**src/design/ipfe_pkg.sv**
```systemverilog
// Package for the IR pulse frame encoder.
// Holds protocol codes, pulse timings, descriptor and phase types.
// No dependencies; every module of the block imports it.
`default_nettype none

package ipfe_pkg;

  // Largest frame the encoder will send, in bits.
  localparam int unsigned MAX_FRAME_BITS = 32;

  // Protocol codes carried on the opcode port.
  localparam logic [2:0] OP_NEC     = 3'd0;
  localparam logic [2:0] OP_NECEXT  = 3'd1;
  localparam logic [2:0] OP_SAMSUNG = 3'd2;
  localparam logic [2:0] OP_SIRC12  = 3'd3;
  localparam logic [2:0] OP_SIRC15  = 3'd4;
  localparam logic [2:0] OP_SIRC20  = 3'd5;
  localparam logic [2:0] OP_SONY    = 3'd6;
  localparam logic [2:0] OP_UNSUP   = 3'd7;

  // Status codes of a result item.
  localparam logic [1:0] STATUS_OK        = 2'd0;
  localparam logic [1:0] STATUS_BAD_COUNT = 2'd1;
  localparam logic [1:0] STATUS_BAD_PROTO = 2'd2;

  // Pulse timings in microseconds.
  localparam logic [15:0] T_NEC_LEAD_MARK = 16'd9000;
  localparam logic [15:0] T_NEC_LEAD_SPACE = 16'd4500;
  localparam logic [15:0] T_NEC_BIT_MARK  = 16'd560;
  localparam logic [15:0] T_NEC_ONE_SPACE = 16'd1690;
  localparam logic [15:0] T_NEC_STOP_SPACE = 16'd1;
  localparam logic [15:0] T_SIRC_LEAD_MARK = 16'd2400;
  localparam logic [15:0] T_SIRC_ONE_MARK = 16'd1200;
  localparam logic [15:0] T_SIRC_UNIT     = 16'd600;
  localparam logic [15:0] T_SIRC_ONE_BIT  = 16'd1800;
  localparam logic [15:0] T_SIRC_LEAD_TOTAL = 16'd3000;
  localparam logic [15:0] T_SIRC_FRAME    = 16'd45000;

  // SIRC field masks.
  localparam logic [15:0] SIRC_ADDR_MASK = 16'h1fff;
  localparam logic [7:0]  SIRC_CMD_MASK  = 8'h7f;

  // Fixed SIRC frame lengths.
  localparam logic [5:0] SIRC12_BITS = 6'd12;
  localparam logic [5:0] SIRC15_BITS = 6'd15;
  localparam logic [5:0] SIRC20_BITS = 6'd20;

  // How the back end has to send a frame.
  typedef enum logic [1:0] {
    KIND_PULSE_DIST,
    KIND_PULSE_WIDTH,
    KIND_ERROR
  } kind_t;

  // One classified frame, passed from the front end to the back end.
  typedef struct packed {
    kind_t       kind;
    logic [1:0]  status;
    logic        samsung;
    logic [31:0] word;
    logic [5:0]  bits;
  } desc_t;

  // Sequencer phase of the back end.
  typedef enum logic [1:0] {
    PH_IDLE,
    PH_LEADER,
    PH_BITS,
    PH_STOP
  } phase_t;

endpackage

`default_nettype wire

```
**src/design/ipfe_front.sv**
```systemverilog
// Front end of the IR pulse frame encoder: classifies a request and builds
// the frame word and bit count. Depends on ipfe_pkg.
`default_nettype none

module ipfe_front
  import ipfe_pkg::*;
(
  input  wire logic [2:0]  opcode,
  input  wire logic        from_address_command,
  input  wire logic [31:0] data_word,
  input  wire logic [15:0] address,
  input  wire logic [7:0]  command,
  input  wire logic [5:0]  bit_count,
  output desc_t            desc
);

  logic [7:0]  addr_lo;
  logic [31:0] word;
  logic [31:0] sirc_word;
  logic [5:0]  bits;
  logic [5:0]  align;
  kind_t       kind;
  logic [1:0]  status;

  assign addr_lo = address[7:0];
  assign sirc_word = {12'd0, address[12:0] & SIRC_ADDR_MASK[12:0],
                      command[6:0] & SIRC_CMD_MASK[6:0]};

  // Build the frame word and its length per protocol.
  always_comb begin
    word   = data_word;
    bits   = bit_count;
    kind   = KIND_PULSE_DIST;
    status = STATUS_OK;
    unique case (opcode) inside
      OP_NEC, OP_NECEXT, OP_SAMSUNG: begin
        if (from_address_command) begin
          bits = 6'd32;
          unique case (opcode)
            OP_NEC:    word[31:16] = {addr_lo, ~addr_lo};
            OP_NECEXT: word[31:16] = address;
            default:   word[31:16] = {addr_lo, addr_lo};
          endcase
          word[15:0] = {command, ~command};
        end
      end
      OP_SIRC12, OP_SIRC15, OP_SIRC20, OP_SONY: begin
        kind = KIND_PULSE_WIDTH;
        if (from_address_command) begin
          word = sirc_word;
        end
        unique case (opcode)
          OP_SIRC12: bits = SIRC12_BITS;
          OP_SIRC15: bits = SIRC15_BITS;
          OP_SIRC20: bits = SIRC20_BITS;
          default:   bits = from_address_command ? SIRC12_BITS : bit_count;
        endcase
      end
      default: begin
        kind   = KIND_ERROR;
        status = STATUS_BAD_PROTO;
      end
    endcase
    // A frame must hold at least one bit and fit the frame register.
    if (kind != KIND_ERROR && (bits == 6'd0 || bits > 6'(MAX_FRAME_BITS))) begin
      kind   = KIND_ERROR;
      status = STATUS_BAD_COUNT;
    end
  end

  // MSB-first frames are left-aligned so the back end always sends bit 31.
  assign align = 6'd32 - bits;

  always_comb begin
    desc.kind    = kind;
    desc.status  = status;
    desc.samsung = (opcode == OP_SAMSUNG);
    desc.bits    = bits;
    desc.word    = (kind == KIND_PULSE_DIST) ? (word << align[4:0]) : word;
  end

endmodule

`default_nettype wire

```
**src/design/ipfe_queue.sv**
```systemverilog
// Two-entry queue of frame descriptors between the front and back ends.
// Depends on ipfe_pkg for the descriptor type.
`default_nettype none

module ipfe_queue
  import ipfe_pkg::*;
(
  input  wire logic  clk,
  input  wire logic  rst,
  input  wire logic  push,
  input  wire desc_t push_desc,
  output logic       full,
  input  wire logic  pop,
  output logic       not_empty,
  output desc_t      pop_desc
);

  desc_t      mem [2];
  logic       wptr;
  logic       rptr;
  logic [1:0] count;

  assign full      = (count == 2'd2);
  assign not_empty = (count != 2'd0);
  assign pop_desc  = mem[rptr];

  // Storage write.
  always_ff @(posedge clk) begin
    if (push) begin
      mem[wptr] <= push_desc;
    end
  end

  // Pointers and fill count.
  always_ff @(posedge clk) begin
    if (rst) begin
      wptr  <= 1'b0;
      rptr  <= 1'b0;
      count <= 2'd0;
    end else begin
      if (push) begin
        wptr <= ~wptr;
      end
      if (pop) begin
        rptr <= ~rptr;
      end
      if (push && !pop) begin
        count <= count + 2'd1;
      end else if (pop && !push) begin
        count <= count - 2'd1;
      end
    end
  end

endmodule

`default_nettype wire

```
**src/design/ipfe_back.sv**
```systemverilog
// Back end of the IR pulse frame encoder: steps through one frame and
// emits one mark/space pair per cycle into an output register while that
// register is free or being read. Depends on ipfe_pkg.
`default_nettype none

module ipfe_back
  import ipfe_pkg::*;
(
  input  wire logic clk,
  input  wire logic rst,
  input  wire logic q_valid,
  input  wire desc_t q_desc,
  output logic      q_pop,
  output logic        out_valid,
  input  wire logic   out_ready,
  output logic [15:0] mark_us,
  output logic [15:0] space_us,
  output logic [1:0]  status,
  output logic        last
);

  phase_t      phase, phase_next;
  kind_t       kind, kind_next;
  logic [1:0]  err, err_next;
  logic        samsung, samsung_next;
  logic [31:0] word, word_next;
  logic [5:0]  remaining, remaining_next;
  logic [15:0] dur, dur_next;

  logic        slot_free;
  logic        emit;
  logic [15:0] e_mark;
  logic [15:0] e_space;
  logic [1:0]  e_status;
  logic        e_last;
  logic        one;
  logic        final_bit;
  logic [15:0] dur_sum;

  assign slot_free = !out_valid || out_ready;
  assign one       = (kind == KIND_PULSE_WIDTH) ? word[0] : word[31];
  assign final_bit = (remaining == 6'd1);
  assign dur_sum   = dur + (one ? T_SIRC_ONE_BIT : T_SIRC_ONE_MARK);

  // Sequencer registers.
  always_ff @(posedge clk) begin
    if (rst) begin
      phase <= PH_IDLE;
    end else begin
      phase <= phase_next;
    end
  end

  always_ff @(posedge clk) begin
    kind      <= kind_next;
    err       <= err_next;
    samsung   <= samsung_next;
    word      <= word_next;
    remaining <= remaining_next;
    dur       <= dur_next;
  end

  // Next phase and the pair to emit.
  always_comb begin
    phase_next     = phase;
    kind_next      = kind;
    err_next       = err;
    samsung_next   = samsung;
    word_next      = word;
    remaining_next = remaining;
    dur_next       = dur;
    q_pop          = 1'b0;
    emit           = 1'b0;
    e_mark         = 16'd0;
    e_space        = 16'd0;
    e_status       = STATUS_OK;
    e_last         = 1'b0;
    unique case (phase)
      PH_IDLE: begin
        if (q_valid) begin
          q_pop          = 1'b1;
          kind_next      = q_desc.kind;
          err_next       = q_desc.status;
          samsung_next   = q_desc.samsung;
          word_next      = q_desc.word;
          remaining_next = q_desc.bits;
          dur_next       = T_SIRC_LEAD_TOTAL;
          phase_next     = PH_LEADER;
        end
      end
      PH_LEADER: begin
        if (slot_free) begin
          emit = 1'b1;
          unique case (kind)
            KIND_PULSE_DIST: begin
              e_mark     = samsung ? T_NEC_LEAD_SPACE : T_NEC_LEAD_MARK;
              e_space    = T_NEC_LEAD_SPACE;
              phase_next = PH_BITS;
            end
            KIND_PULSE_WIDTH: begin
              e_mark     = T_SIRC_LEAD_MARK;
              e_space    = T_SIRC_UNIT;
              phase_next = PH_BITS;
            end
            default: begin
              e_status   = err;
              e_last     = 1'b1;
              phase_next = PH_IDLE;
            end
          endcase
        end
      end
      PH_BITS: begin
        if (slot_free) begin
          emit           = 1'b1;
          remaining_next = remaining - 6'd1;
          if (kind == KIND_PULSE_WIDTH) begin
            // Pulse width, LSB first; the last space pads out the frame.
            e_mark    = one ? T_SIRC_ONE_MARK : T_SIRC_UNIT;
            word_next = word >> 1;
            dur_next  = dur_sum;
            if (final_bit) begin
              e_last     = 1'b1;
              phase_next = PH_IDLE;
              if (dur_sum < T_SIRC_FRAME) begin
                e_space = T_SIRC_FRAME + T_SIRC_UNIT - dur_sum;
              end else begin
                e_space = T_SIRC_UNIT + T_SIRC_UNIT;
              end
            end else begin
              e_space = T_SIRC_UNIT;
            end
          end else begin
            // Pulse distance, MSB first.
            e_mark    = T_NEC_BIT_MARK;
            e_space   = one ? T_NEC_ONE_SPACE : T_NEC_BIT_MARK;
            word_next = word << 1;
            if (final_bit) begin
              phase_next = PH_STOP;
            end
          end
        end
      end
      default: begin
        // Stop pair closes a pulse-distance frame.
        if (slot_free) begin
          emit       = 1'b1;
          e_mark     = T_NEC_BIT_MARK;
          e_space    = T_NEC_STOP_SPACE;
          e_last     = 1'b1;
          phase_next = PH_IDLE;
        end
      end
    endcase
  end

  // Output register.
  always_ff @(posedge clk) begin
    if (rst) begin
      out_valid <= 1'b0;
    end else if (emit) begin
      out_valid <= 1'b1;
    end else if (out_ready) begin
      out_valid <= 1'b0;
    end
  end

  always_ff @(posedge clk) begin
    if (emit) begin
      mark_us  <= e_mark;
      space_us <= e_space;
      status   <= e_status;
      last     <= e_last;
    end
  end

endmodule

`default_nettype wire

```
**src/design/ir_pulse_frame_encoder.sv**
```systemverilog
// IR pulse frame encoder: one request in, a frame of mark/space pairs out.
// The first pair of a taken item goes through the queue, the idle phase of the
// sequencer and the output register. The sequencer sends one pair per cycle
// while the output is not stalled; it idles between frames to take the next item.
// A two-entry queue lets up to two further items be taken during a frame.
// Reset (rst, synchronous) empties the queue, idles the sequencer, drops out_valid.
`default_nettype none

module ir_pulse_frame_encoder
  import ipfe_pkg::*;
(
  input  wire logic        clk,
  input  wire logic        rst,
  input  wire logic        in_valid,
  output logic             in_ready,
  input  wire logic [2:0]  opcode,
  input  wire logic        from_address_command,
  input  wire logic [31:0] data_word,
  input  wire logic [15:0] address,
  input  wire logic [7:0]  command,
  input  wire logic [5:0]  bit_count,
  output logic             out_valid,
  input  wire logic        out_ready,
  output logic [15:0]      mark_us,
  output logic [15:0]      space_us,
  output logic [1:0]       status,
  output logic             last
);

  desc_t front_desc;
  desc_t q_desc;
  logic  q_full;
  logic  q_valid;
  logic  q_pop;

  assign in_ready = !q_full;

  // Classify the request.
  ipfe_front u_front (
    .opcode               (opcode),
    .from_address_command (from_address_command),
    .data_word            (data_word),
    .address              (address),
    .command              (command),
    .bit_count            (bit_count),
    .desc                 (front_desc)
  );

  // Hold classified items until the sequencer is free.
  ipfe_queue u_queue (
    .clk       (clk),
    .rst       (rst),
    .push      (in_valid && in_ready),
    .push_desc (front_desc),
    .full      (q_full),
    .pop       (q_pop),
    .not_empty (q_valid),
    .pop_desc  (q_desc)
  );

  // Emit the pairs.
  ipfe_back u_back (
    .clk       (clk),
    .rst       (rst),
    .q_valid   (q_valid),
    .q_desc    (q_desc),
    .q_pop     (q_pop),
    .out_valid (out_valid),
    .out_ready (out_ready),
    .mark_us   (mark_us),
    .space_us  (space_us),
    .status    (status),
    .last      (last)
  );

endmodule

`default_nettype wire

```
**config.mk**
```make
export PLATFORM = sky130hd
export DESIGN_NAME = ir_pulse_frame_encoder
export DESIGN_NICKNAME = d
export VERILOG_FILES = /design/src/design/ipfe_pkg.sv /design/src/design/ipfe_front.sv /design/src/design/ipfe_queue.sv /design/src/design/ipfe_back.sv /design/src/design/ir_pulse_frame_encoder.sv
export SDC_FILE = /design/constraint.sdc
export NUM_CORES = 1
export LEC_CHECK = 0
export BUFFER_PORTS_ARGS = -buffer_cell sky130_fd_sc_hd__buf_2
export CORE_MARGIN = 2
export CORE_UTILIZATION = 30
export DETAILED_ROUTE_END_ITERATION = 10
export PLACE_DENSITY_LB_ADDON = 0.12
export REMOVE_ABC_BUFFERS = 1
export SYNTH_ARGS = -nofsm -noshare
export SYNTH_HDL_FRONTEND = slang
export SYNTH_SLANG_ARGS = --single-unit
```
**constraint.sdc**
```tcl
create_clock -name clk -period 6.5 [get_ports clk]
set_clock_uncertainty 0.1 [all_clocks]
set_input_delay 0 -clock clk [delete_from_list [all_inputs] [get_ports clk]]
set_output_delay 0 -clock clk [all_outputs]
set_load 0.02 [all_outputs]
```
==> out/qor.txt <==
outcome - finished clean
TritonCTS clock tree - yes
Leak - 0.00476 uW
# DRC - 0
hold bufs inserted after CTS - 8
Mean Syn Cell Area - 10.4 sq um
endpoint of the lowest-slack register-to-register path - u_back.space_us[8]$_SDFFCE_PP0P_
Setup crit start - opcode[1]
endpoint type of the worst setup path - flip-flop
global-route total usage across every layer - 0.165
grt total ovfl - 0
pin count of the biggest net entering global routing - 83
max-cap violation count - 0
number of synthesized flops with an enable pin - 172
# fillers - 3835
FMAX - 230 MHz
Critical Path, Cell by Cell - dlygate4sd3_1, buf_2, buf_4, inv_1, o21a_1, or2_1, buf_4, inv_2, ha_1, and4_1, a2111oi_2, or2_1, nand3_1, a211o_1, o2111ai_1
Req. time, crit path - 6.65 ns
reg-to-reg critical path startpoint - u_back.kind[1]$_DFFE_PP_
area enclosed by the die boundary - 39600 sq um
post-route total power - 5580 uW
delay contributed by the slowest stage of the critical path - 0.59 ns
Least-Margin Pin Slew - 1.20 ns
kind of cell adding the most delay to the critical path - buffers and inverters
initial core utilization - 0.304
worst reg-to-reg setup slack - 2.34 ns
wire length reported by the detailed router - 31600 um
Skew-Pair Late Insertion Delay - 0.44 ns
top cells by area, synth - sky130_fd_sc_hd__edfxtp_1 45%, sky130_fd_sc_hd__nand2_1 4.4%, sky130_fd_sc_hd__mux2i_1 4.2%
worst-case clock buffer depth - 2
core region area - 37600 sq um
first-pass GRT wire length - 50300 um
postcts setup bufs - 0
most frequent cells in the layout - 172 x sky130_fd_sc_hd__edfxtp_1, 135 x sky130_fd_sc_hd__nand2_1, 102 x sky130_fd_sc_hd__buf_2
startpoint types - input pin
CTS-repair resized insts - 0
period utilization - 0.670
critical path start-end classification - in -> reg
minimum setup slack in the final design - 2.15 ns
proportion of register bits with asynchronous set or reset after synthesis - 0
data arrival time at the worst-slack endpoint - 4.51 ns
half-perimeter wire length after placement - 23400 um
number of synthesized register bits - 180
number of cell instances on the worst register-to-register path - 13
fraction of layout instances using a drive strength above 1 - 0.183
Antenna Nets Post-Route - 0
setup violators final - 0
number of global-route vias before repair - 8755
total power density per cell area - 429 nW/um^2
diode count - 0
Synth Flop Type - sky130_fd_sc_hd__edfxtp_1
via count normalized by instance count - 5.26
final critical path time including I/O delays and setup - 4.35 ns
register cell area after layout - 5330 sq um
overall via count from detail_route - 8855
number of logic stages on the critical path including buffering - 15
class of the tightest hold or removal check - in -> reg
wire per inst - 18.8 um
Port Buffer Count - 102
horizontal extent of the die - 199 um
final count of hold timing violations - 0
sequential element share of the synthesized area - 0.467
Rows - 71
post-synth design cell area - 11400 sq um
cell with the largest stage delay on the worst path - sky130_fd_sc_hd__or2_1
number of buffers created by CTS - 17
area share of the largest cell type after synthesis - 0.453
distinct cell type count of the synthesized netlist - 84
overall die height - 199 um
fin. max-slew vios - 0
number of DRC markers after the initial detailed-route iteration - 590
# nets final - 1246
sink count of the clock tree - 180
Clock Tree Root - sky130_fd_sc_hd__clkbuf_16
post-synthesis to final-layout area growth - 14.1%
WP buf/inv - 6
Gate Count Post-Synth - 1092
RSZ-0062 raised after global routing - no
capturing instance or port of the critical path - u_queue.mem[0][37]$_DFFE_PP_
combined area of the multi-input logic cells - 5600 sq um
number of detailed-routing iterations run before antenna repair - 5
hold path depth - 3
maximum net fanout on the critical path - 35
pre-CTS WS - 1.89 ns
total number of H-tree levels - 4
commonest non-fill, non-tap cell in the layout - sky130_fd_sc_hd__edfxtp_1
highest ir drop seen on vdd - 0.151 mV
area leader, netlist - sky130_fd_sc_hd__edfxtp_1
CTS clock-pin slew for the worst setup and hold paths - 0.07 ns
GP Congestion - 0.889
I/O pins - 107
normalized max-slew margin - 0.187
minimum hold slack - 0.0579 ns
number of warning messages in the yosys log - 0
antenna violations before repair - 0
## power breakdown
part           switching, uW  internal, uW  total [uW]
clock network            493           587        1080
registers                195          1810        2000
logic                   1600           897        2500
total                   2290          3290        5580
## cell type report
cell class,instances,area share
flip-flops and latches,180,0.409
multi-input cells,804,0.430
clock inverters,15,0.0147
well taps,511,0.0491
repair buffers,130,0.0569
inverters,26,0.00750
clock buffers,17,0.0327
## per-stage QoR
| stage | util | area [sq um] | setup TNS [ns] | instances |
|---|---|---|---|---|
| finish | 0.346 | 13000 | 0 | 1683 |
| floorplan | - | 11000 | -3.82 | 1010 |
| global route | 0.346 | 13000 | 0 | 1683 |
| CTS | 0.346 | 13000 | 0 | 1683 |
| detailed placement | 0.328 | 12300 | 0 | 1643 |
| global placement | 0.328 | 12300 | 0 | 1643 |
## synth_stat cells (all sizes together), types with 5 or more instances
master	n
a21o	9
buf	40
nor2b	51
o21ai	52
or2	7
edfxtp	172
xor2	19
and3	13
mux2	15
a22o	15
a31oi	36
inv	26
ha	16
nor2	69
o211ai	10
nand2b	10
clkbuf	45
a221oi	5
and2	9
or3	10
nand2	136
xnor2	24
a21boi	5
a22oi	14
a221o	8
dfxtp	8
mux2i	50
and4	5
nor3	15
a211oi	54
nand3	12
a21oi	40
o22ai	11
mux4	17
## cell families (layout without fill, tap and decap cells)
| group | Yosys count | after routing | synth area share |
|---|---|---|---|
| adders and majority gates | 18 | 18 | 0.0202 |
| muxes | 82 | 82 | 0.0937 |
| buffers and inverters | 111 | 188 | 0.0467 |
| AOI/OAI and AO/OA | 309 | 309 | 0.190 |
| other | 1 | 4 | 0.000329 |
| DFF | 180 | 180 | 0.467 |
| xor gates and xnor gates | 43 | 43 | 0.0337 |
| and+or+nand+nor | 348 | 348 | 0.148 |
## how the worst min path moves through the flow
stage                    from                       endpoint
floorplan                 rst  u_back.out_valid$_SDFFE_PP0P_
global placement          rst   u_back.phase[0]$_SDFFE_PP0P_
detailed placement        rst   u_back.phase[1]$_SDFFE_PP0P_
CTS                 opcode[0]   u_queue.mem[0][40]$_DFFE_PP_
global route        opcode[0]   u_queue.mem[0][40]$_DFFE_PP_
finish              opcode[0]   u_queue.mem[0][40]$_DFFE_PP_
## sequential cells by signal (all words and copies together), names as in the netlist, 2 cells and up, named ones only
register,cells
u_queue.mem,86
u_back.word,32
u_back.space_us,16
u_back.dur,13
u_back.mark_us,11
u_back.remaining,6
u_back.err,2
u_back.kind,2
u_back.phase,2
u_back.status,2
u_queue.count,2
## per-layer routing
layer / global-route usage / wire length (um)
met1: 0.232 / 15000
met2: 0.262 / 14500
met3: 0.0256 / 1550
met4: 0.0492 / 559
met5: 0 / 0
## tightest hold or removal path, delay by kind of cell
family,cells,cell delay (ns)
buf+inv,2,0.26
simple gates,1,0.17
No activity file was read; power rests on OpenSTA's default activity.
